<file path="config.mk">
export PLATFORM = sky130hd
export DESIGN_NAME = unmatched_run_finder
export DESIGN_NICKNAME = d
export VERILOG_FILES = /design/src/hdl/urf_pkg.sv /design/src/hdl/urf_step.sv /design/src/hdl/unmatched_run_finder.sv
export SDC_FILE = /design/constraint.sdc
export NUM_CORES = 1
export LEC_CHECK = 0
export BUFFER_PORTS_ARGS = -buffer_cell sky130_fd_sc_hd__buf_2
export CAP_MARGIN = 20
export CORE_MARGIN = 3
export CORE_UTILIZATION = 55
export DETAILED_ROUTE_END_ITERATION = 10
export PLACE_DENSITY = 0.74
export SLEW_MARGIN = 20
export SYNTH_ARGS = -nofsm -noshare
export SYNTH_HDL_FRONTEND = slang
export SYNTH_SLANG_ARGS = --single-unit
</file>
<file path="constraint.sdc">
create_clock -name i_clk -period 24 [get_ports i_clk]
set_clock_uncertainty 0.1 [all_clocks]
set_input_delay 2.4 -clock i_clk [delete_from_list [all_inputs] [get_ports i_clk]]
set_output_delay 2.4 -clock i_clk [all_outputs]
set_load 0.005 [all_outputs]
</file>
<file path="src/hdl/urf_pkg.sv">
// ----------------------------------------------------------------------------
// urf_pkg
// Shared types and constants for the unmatched run finder.
// ----------------------------------------------------------------------------
package urf_pkg;

    localparam int unsigned POSITION_BITS_DEF = 32;
    localparam int unsigned FIELD_BITS        = 32;
    localparam logic [FIELD_BITS-1:0] MIN_LENGTH_RESET = 32'd1;

    // One scanned position
    typedef struct packed {
        logic matched;
        logic seq_boundary;
        logic last;
    } t_in_item;

    // One reported unmarked run
    typedef struct packed {
        logic [FIELD_BITS-1:0] region_start;
        logic [FIELD_BITS-1:0] region_seq;
        logic [FIELD_BITS-1:0] region_rel_start;
        logic [FIELD_BITS-1:0] region_length;
    } t_out_item;

endpackage

</file>
<file path="src/hdl/urf_step.sv">
// ----------------------------------------------------------------------------
// urf_step
// Next-state and result logic for one scanned position.
// ----------------------------------------------------------------------------
module urf_step
    import urf_pkg::*;
#(
    parameter int unsigned POSITION_BITS = POSITION_BITS_DEF
) (
    input  t_in_item                 i_item,
    input  logic [FIELD_BITS-1:0]    i_min_length,
    input  logic [POSITION_BITS-1:0] i_pos,
    input  logic                     i_run_open,
    input  logic [POSITION_BITS-1:0] i_run_begin,
    input  logic [POSITION_BITS-1:0] i_seq_index,
    input  logic [POSITION_BITS-1:0] i_seq_begin,
    output logic [POSITION_BITS-1:0] o_pos,
    output logic                     o_run_open,
    output logic [POSITION_BITS-1:0] o_run_begin,
    output logic [POSITION_BITS-1:0] o_seq_index,
    output logic [POSITION_BITS-1:0] o_seq_begin,
    output logic                     o_res_valid,
    output t_out_item                o_res
);

    // Compare width covers both the position width and the register width
    localparam int unsigned CW = (POSITION_BITS > FIELD_BITS) ? POSITION_BITS : FIELD_BITS;

    localparam logic [POSITION_BITS-1:0] POS_MAX = {POSITION_BITS{1'b1}};

    logic [POSITION_BITS-1:0] pos_inc;
    logic [POSITION_BITS-1:0] seq_index_inc;
    logic                     run_open_a;
    logic [POSITION_BITS-1:0] run_begin_a;
    logic [POSITION_BITS-1:0] seq_index_a;
    logic [POSITION_BITS-1:0] seq_begin_a;
    logic                     close_mark;
    logic                     flush;
    logic [POSITION_BITS-1:0] run_len;
    logic [POSITION_BITS-1:0] rep_seq_index;
    logic [POSITION_BITS-1:0] rep_seq_begin;
    logic [CW-1:0]            len_w;
    logic [CW-1:0]            min_w;
    logic [CW-1:0]            begin_w;
    logic [CW-1:0]            rel_w;
    logic [CW-1:0]            seq_w;

    assign pos_inc       = (i_pos == POS_MAX) ? i_pos : i_pos + 1'b1;
    assign seq_index_inc = (i_seq_index == POS_MAX) ? i_seq_index : i_seq_index + 1'b1;

    // Mark check first, then sequence bookkeeping
    assign close_mark  = i_item.matched && i_run_open;
    assign run_open_a  = !i_item.matched;
    assign run_begin_a = (!i_item.matched && !i_run_open) ? i_pos : i_run_begin;
    assign seq_index_a = i_item.seq_boundary ? seq_index_inc : i_seq_index;
    assign seq_begin_a = i_item.seq_boundary ? pos_inc : i_seq_begin;

    // Flush at end of scan includes the last position and sees updated sequence values
    assign flush         = i_item.last && !i_item.matched;
    assign run_len       = flush ? (pos_inc - run_begin_a) : (i_pos - i_run_begin);
    assign rep_seq_index = flush ? seq_index_a : i_seq_index;
    assign rep_seq_begin = flush ? seq_begin_a : i_seq_begin;

    assign len_w   = CW'(run_len);
    assign min_w   = CW'(i_min_length);
    assign begin_w = CW'(run_begin_a);
    assign seq_w   = CW'(rep_seq_index);
    assign rel_w   = begin_w - CW'(rep_seq_begin);

    assign o_res_valid = (close_mark || flush) && !(len_w < min_w);

    always_comb begin
        o_res.region_start     = begin_w[FIELD_BITS-1:0];
        o_res.region_seq       = seq_w[FIELD_BITS-1:0];
        o_res.region_rel_start = rel_w[FIELD_BITS-1:0];
        o_res.region_length    = len_w[FIELD_BITS-1:0];
    end

    always_comb begin
        if (i_item.last) begin
            o_pos       = '0;
            o_run_open  = 1'b0;
            o_run_begin = '0;
            o_seq_index = '0;
            o_seq_begin = '0;
        end else begin
            o_pos       = pos_inc;
            o_run_open  = run_open_a;
            o_run_begin = run_begin_a;
            o_seq_index = seq_index_a;
            o_seq_begin = seq_begin_a;
        end
    end

endmodule

</file>
<file path="src/hdl/unmatched_run_finder.sv">
// ----------------------------------------------------------------------------
// unmatched_run_finder
// Reports runs of unmarked positions that reach a configured minimum length.
// ----------------------------------------------------------------------------
// Usage:
//   Input channel (i_in_valid / i_in_data / o_in_stall) takes one position per
//   transaction. Output channel (o_out_valid / o_out_data / i_out_stall) gives
//   at most one region per position. Config channel (i_cfg_valid / i_cfg_data /
//   o_cfg_ready) writes min_length; ready is always high, write only when idle.
//   A region is registered into the output register, or into the skid register
//   when a stalled receiver holds the output register. Throughput: one position
//   per cycle while o_in_stall is low, set by the state update in urf_step.
//   A two-entry output stage (output register plus skid register) lets input
//   carry on while the receiver stalls until a second region is waiting;
//   o_in_stall rises only when both entries hold a region.
//   Reset clears the scan state, empties the output stage and sets min_length
//   to 1. A position with last set ends the scan and returns scan state to
//   its reset value; min_length is kept.
// ----------------------------------------------------------------------------
module unmatched_run_finder
    import urf_pkg::*;
#(
    parameter int unsigned POSITION_BITS = POSITION_BITS_DEF
) (
    input  logic                  i_clk,
    input  logic                  i_rst_n,
    input  logic                  i_in_valid,
    input  t_in_item              i_in_data,
    output logic                  o_in_stall,
    output logic                  o_out_valid,
    output t_out_item             o_out_data,
    input  logic                  i_out_stall,
    input  logic                  i_cfg_valid,
    input  logic [FIELD_BITS-1:0] i_cfg_data,
    output logic                  o_cfg_ready
);

    logic [FIELD_BITS-1:0]    r_min_length;
    logic [POSITION_BITS-1:0] r_pos;
    logic                     r_run_open;
    logic [POSITION_BITS-1:0] r_run_begin;
    logic [POSITION_BITS-1:0] r_seq_index;
    logic [POSITION_BITS-1:0] r_seq_begin;
    logic                     r_out_valid;
    t_out_item                r_out;
    logic                     r_skid_valid;
    t_out_item                r_skid;

    logic [POSITION_BITS-1:0] n_pos;
    logic                     n_run_open;
    logic [POSITION_BITS-1:0] n_run_begin;
    logic [POSITION_BITS-1:0] n_seq_index;
    logic [POSITION_BITS-1:0] n_seq_begin;
    logic                     res_valid;
    t_out_item                res;
    logic                     in_accept;
    logic                     new_valid;
    logic                     out_free;

    assign o_cfg_ready = 1'b1;
    assign o_in_stall  = r_skid_valid;
    assign o_out_valid = r_out_valid;
    assign o_out_data  = r_out;

    assign in_accept = i_in_valid && !r_skid_valid;
    assign new_valid = in_accept && res_valid;
    assign out_free  = !r_out_valid || !i_out_stall;

    urf_step #(
        .POSITION_BITS(POSITION_BITS)
    ) u_step (
        .i_item      (i_in_data),
        .i_min_length(r_min_length),
        .i_pos       (r_pos),
        .i_run_open  (r_run_open),
        .i_run_begin (r_run_begin),
        .i_seq_index (r_seq_index),
        .i_seq_begin (r_seq_begin),
        .o_pos       (n_pos),
        .o_run_open  (n_run_open),
        .o_run_begin (n_run_begin),
        .o_seq_index (n_seq_index),
        .o_seq_begin (n_seq_begin),
        .o_res_valid (res_valid),
        .o_res       (res)
    );

    always_ff @(posedge i_clk) begin
        if (!i_rst_n) begin
            r_min_length <= MIN_LENGTH_RESET;
            r_pos        <= '0;
            r_run_open   <= 1'b0;
            r_run_begin  <= '0;
            r_seq_index  <= '0;
            r_seq_begin  <= '0;
        end else begin
            if (i_cfg_valid) begin
                r_min_length <= i_cfg_data;
            end
            if (in_accept) begin
                r_pos       <= n_pos;
                r_run_open  <= n_run_open;
                r_run_begin <= n_run_begin;
                r_seq_index <= n_seq_index;
                r_seq_begin <= n_seq_begin;
            end
        end
    end

    // Output stage: skid entry drains first to keep order
    always_ff @(posedge i_clk) begin
        if (!i_rst_n) begin
            r_out_valid  <= 1'b0;
            r_skid_valid <= 1'b0;
        end else if (out_free) begin
            if (r_skid_valid) begin
                r_out_valid  <= 1'b1;
                r_skid_valid <= new_valid;
            end else begin
                r_out_valid  <= new_valid;
            end
        end else if (new_valid) begin
            r_skid_valid <= 1'b1;
        end
    end

    always_ff @(posedge i_clk) begin
        if (out_free) begin
            if (r_skid_valid) begin
                r_out <= r_skid;
                if (new_valid) begin
                    r_skid <= res;
                end
            end else if (new_valid) begin
                r_out <= res;
            end
        end else if (new_valid) begin
            r_skid <= res;
        end
    end

endmodule

</file>
==> summary.md <==
| Metric | Value |
|---|---|
| Status | `completed` |
| Type of the tightest min-delay check | `register to register` |
| #FFs+latches synth | `419` |
| CTS Sinks | `419` |
| PwrDens | `59.5 nW/um^2` |
| TNS Setup | `0 ns` |
| Die Ht | `213 um` |
| Synth area leaders | `edfxtp_1, dfxtp_1, ha_1` |
| First-pass GRT wire length | `92,700 um` |
| CTS root buffer | `clkbuf_16` |
| Synth area leader | `edfxtp_1` |
| Total grt overflow | `0` |
| Routed wire length | `59,000 um` |
| Worst Setup SP | `i_in_data[2]` |
| Die extent in x | `213 um` |
| Worst path bufs/invs | `4` |
| Placement Setup Slack | `14.10 ns` |
| Placed instance count | `2,928` |
| Post-synth ARST share | `0%` |
| Synthesized Nets | `2,479` |
| Die area | `45,400 sq um` |
| Clock Latency Late Sink | `0.58 ns` |
| Critical path's top delay family | `compound AO/OA/AOI/OAI gates` |
| Hold buffer count at cts | `0` |
| Nets | `2,605` |
| Vias in the first global route | `17.4k` |
| Drt first pass iters | `5` |
| Minimum clock period | `9.44 ns` |
| Most used cell, CP | `a21o_1` |
| Setup Crit Path Kind | `input port to register` |
| CTS clk-pin slew, worst paths | `0.06 ns` |
| Reg2Reg Setup Slack | `15.44 ns` |
| Slew @ Worst Pin | `1.03 ns` |
| Filler cells | `3,464` |
| Gpl congestion | `0.935` |
| Worst R2R Path Depth | `30` |
| Dpl hpwl | `42,400 um` |
| Clk buf depth | `3` |
| Relative max-transition margin | `31.0%` |
| Switching part of the total | `22.7%` |
| Sequential element share of the synthesized area | `46.5%` |
| Combinational share of power | `7.1%` |
| Initial antenna violation count | `0` |
| Cts repair resizes | `0` |
| Antenna viol nets, final | `0` |
| Largest fanout on the critical path | `68` |
| Maximum VDD drop | `0.0507 mV` |
| CTS Buf Count | `45` |
| Ratio of cells with drive above 1 in the final layout | `17.1%` |
| Period utilization | `39.3%` |
| Syn_area_per_cell | `10.2 sq um` |
| Leakage | `10.4 nW` |
| Vias/cell | `5.90` |
| Sequential share of power | `49.7%` |
| Max Fclk | `106 MHz` |
| CP endpoint kind | `register` |
| Post-Synthesis Cells | `2,310` |
| Reg2Reg Launch Point | `r_pos[26]` |
| Critical Path Max Stage Delay | `0.80 ns` |
| CTS H-tree lvls | `2` |
| Antenna Cells | `0` |
| Reg2reg end | `o_out_data[33]` |
| Pins Over Slew Limit | `0` |
| CTS tree | `yes` |
| Max cap viols | `0` |
| Switching pwr | `0.355 mW` |
| Core ar. | `42,100 sq um` |
| Startpoint types | `input port` |
| Final worst setup slack | `14.56 ns` |
| WP data arrival | `9.52 ns` |
| Average wire per standard cell | `19.6 um` |
| # port buffers | `169` |
| Fin cells | `3,011` |
| WP data required | `24.08 ns` |
| Via count | `17.8k` |
| Residual DRC | `0` |
| Clock share of power | `43.2%` |
| Final Hold Viols | `0` |
| I/O Pins | `171` |
| Overall routing resource usage | `25.6%` |
| Post-synth EDFFs | `256` |
| Post-synthesis cell type count | `78` |
| Setup Viol. Count Final | `0` |
| Crit path capture | `o_out_data[33]` |
| Cell Int Power | `1.21 mW` |
| Postcts setup bufs | `0` |
| Area share of the largest cell type after synthesis | `32.6%` |
| Worst path slowest cell | `o21ai_0` |
| RSZ-0062 raised after global routing | `no` |
| Area grow syn2layout | `11.6%` |
| Row count | `75` |
| Main synth FF type | `edfxtp_1` |
| WP depth | `27` |
| Initial core utilization | `55.9%` |
| Ys Warns | `0` |
| DRT iter0 DRCs | `1,177` |
| Cell area after synthesis | `23,600 sq um` |
| Largest net degree at the start of global routing | `81` |
worst reg2reg max path, delay by kind of cell, from the launching register on:
kind | cells | cell delay [ns]
flip-flops | 1 | 0.40
buffers and inverters | 2 | 0.45
adder cells (fa/ha/maj) | 2 | 0.66
multiplexers | 1 | 0.28
AO/OA/AOI/OAI | 15 | 3.97
XOR/XNOR | 2 | 0.32
AND/OR/NAND/NOR | 8 | 1.87
worst min-delay path by stage:
stage / from / to / slack (ns) / cells after the start
6_report: r_seq_begin[10] / r_seq_begin[10] / 0.36 / 2
3_3_place_gp: r_seq_begin[11] / r_seq_begin[11] / 0.34 / 2
3_5_place_dp: r_seq_begin[5] / r_seq_begin[5] / 0.35 / 2
5_1_grt: r_seq_begin[15] / r_seq_begin[15] / 0.39 / 2
4_1_cts: r_seq_begin[13] / r_seq_begin[13] / 0.36 / 2
2_1_floorplan: r_seq_begin[10] / r_seq_begin[10] / 0.33 / 2
placed cells by master, fill, tap and decap left out, types with 9 or more instances in the layout:
cell type / n
inv_1: 140
xor2_1: 65
clkinv_2: 9
a21oi_1: 118
nand4_1: 25
a21o_1: 50
clkbuf_16: 46
a21boi_0: 21
a211oi_1: 13
buf_2: 169
o21bai_1: 9
a22o_1: 10
nor2_1: 118
o21ai_0: 161
mux2i_1: 52
o31ai_1: 9
buf_4: 25
o21a_1: 21
clkbuf_1: 11
xnor2_1: 74
edfxtp_1: 256
nand2b_1: 18
ha_1: 126
or3_1: 19
dfxtp_1: 162
nor3_1: 21
mux2_2: 128
and3_1: 24
a22oi_1: 71
nand2_1: 173
a31oi_1: 22
nand3_1: 37
nor2b_1: 121
and4_1: 11
and2_1: 15
synthesized netlist by cell type (3+ instances only):
master    instances
and3_1           24
clkbuf_1         90
buf_1            10
fa_1              3
xnor2_1          74
a311oi_1          5
ha_1            126
nand3_1          37
buf_2            14
a21boi_0         21
o21ai_1           7
o21bai_1          9
xor2_1           65
inv_1           140
nor3_1           22
a21o_1           50
and4_1           11
o31ai_1           9
a22o_1           10
nor4_1            4
a211o_1           6
mux2i_1          52
nor2_1          120
o211ai_1          6
a31oi_1          22
o21ai_0         161
nor3b_1           5
edfxtp_1        256
o21a_1           21
mux2_2          128
a221oi_1          6
nand4_1          25
nor2b_1         122
nand2_1         173
dfxtp_1         163
a211oi_1         13
a31o_2            4
and2_1           15
nand2b_1         19
or3_1            19
o22ai_1           5
a22oi_1          71
a21oi_1         119
sequential cells by signal, indices dropped and copies added (netlist names):
register,cells
o_out_data,128
r_skid,128
r_min_length,32
r_pos,32
r_run_begin,32
r_seq_begin,32
r_seq_index,32
o_in_stall,1
o_out_valid,1
r_run_open,1
cells by family after synthesis:
group,share of synthesized area (%)
compound gates,15.4
xor+xnor,5.24
fa+ha+maj,6.95
buf+inv,4.18
flops,46.5
mux,8.33
other cells,0.0159
simple gates,13.4
power groups by stage:
stage	sequential, mW	clock, mW	combinational, mW
after floorplan	0.796	0	0.0742
after global placement	0.793	0	0.107
after detailed placement	0.794	0	0.110
after CTS	0.778	0.689	0.111
after global routing	0.779	0.719	0.123
final	0.778	0.676	0.111
metrics by stage:
stage	instance area (sq um)	util, %	hold slack (ns)	total power, mW
floorplan	23600	-	0.325	0.870
global placement	24900	59.0	0.337	0.901
detailed placement	24900	59.0	0.345	0.904
CTS	26300	62.4	0.362	1.58
global route	26300	62.4	0.386	1.62
finish	26300	62.4	0.358	1.56
area by class of cell:
class	count	area, sq um	area share (%)
Tap cell	539	674	2.57
Sequential cell	419	11000	41.7
Clock inverter	24	208	0.790
Inverter	140	526	2.00
Timing Repair Buffer	195	1040	3.97
Clock buffer	59	1220	4.64
Multi-Input combinational cell	1635	11700	44.4
routing by layer:
layer / global-route usage [%] / vias to the layer above / routed length, um
li1: - / 8605 / -
met1: 31.9 / 8573 / 24200
met2: 46.2 / 474 / 30500
met3: 3.28 / 120 / 2530
met4: 8.28 / 0 / 1810
met5: 0 / - / 0
(Power assumes the default switching activity.)
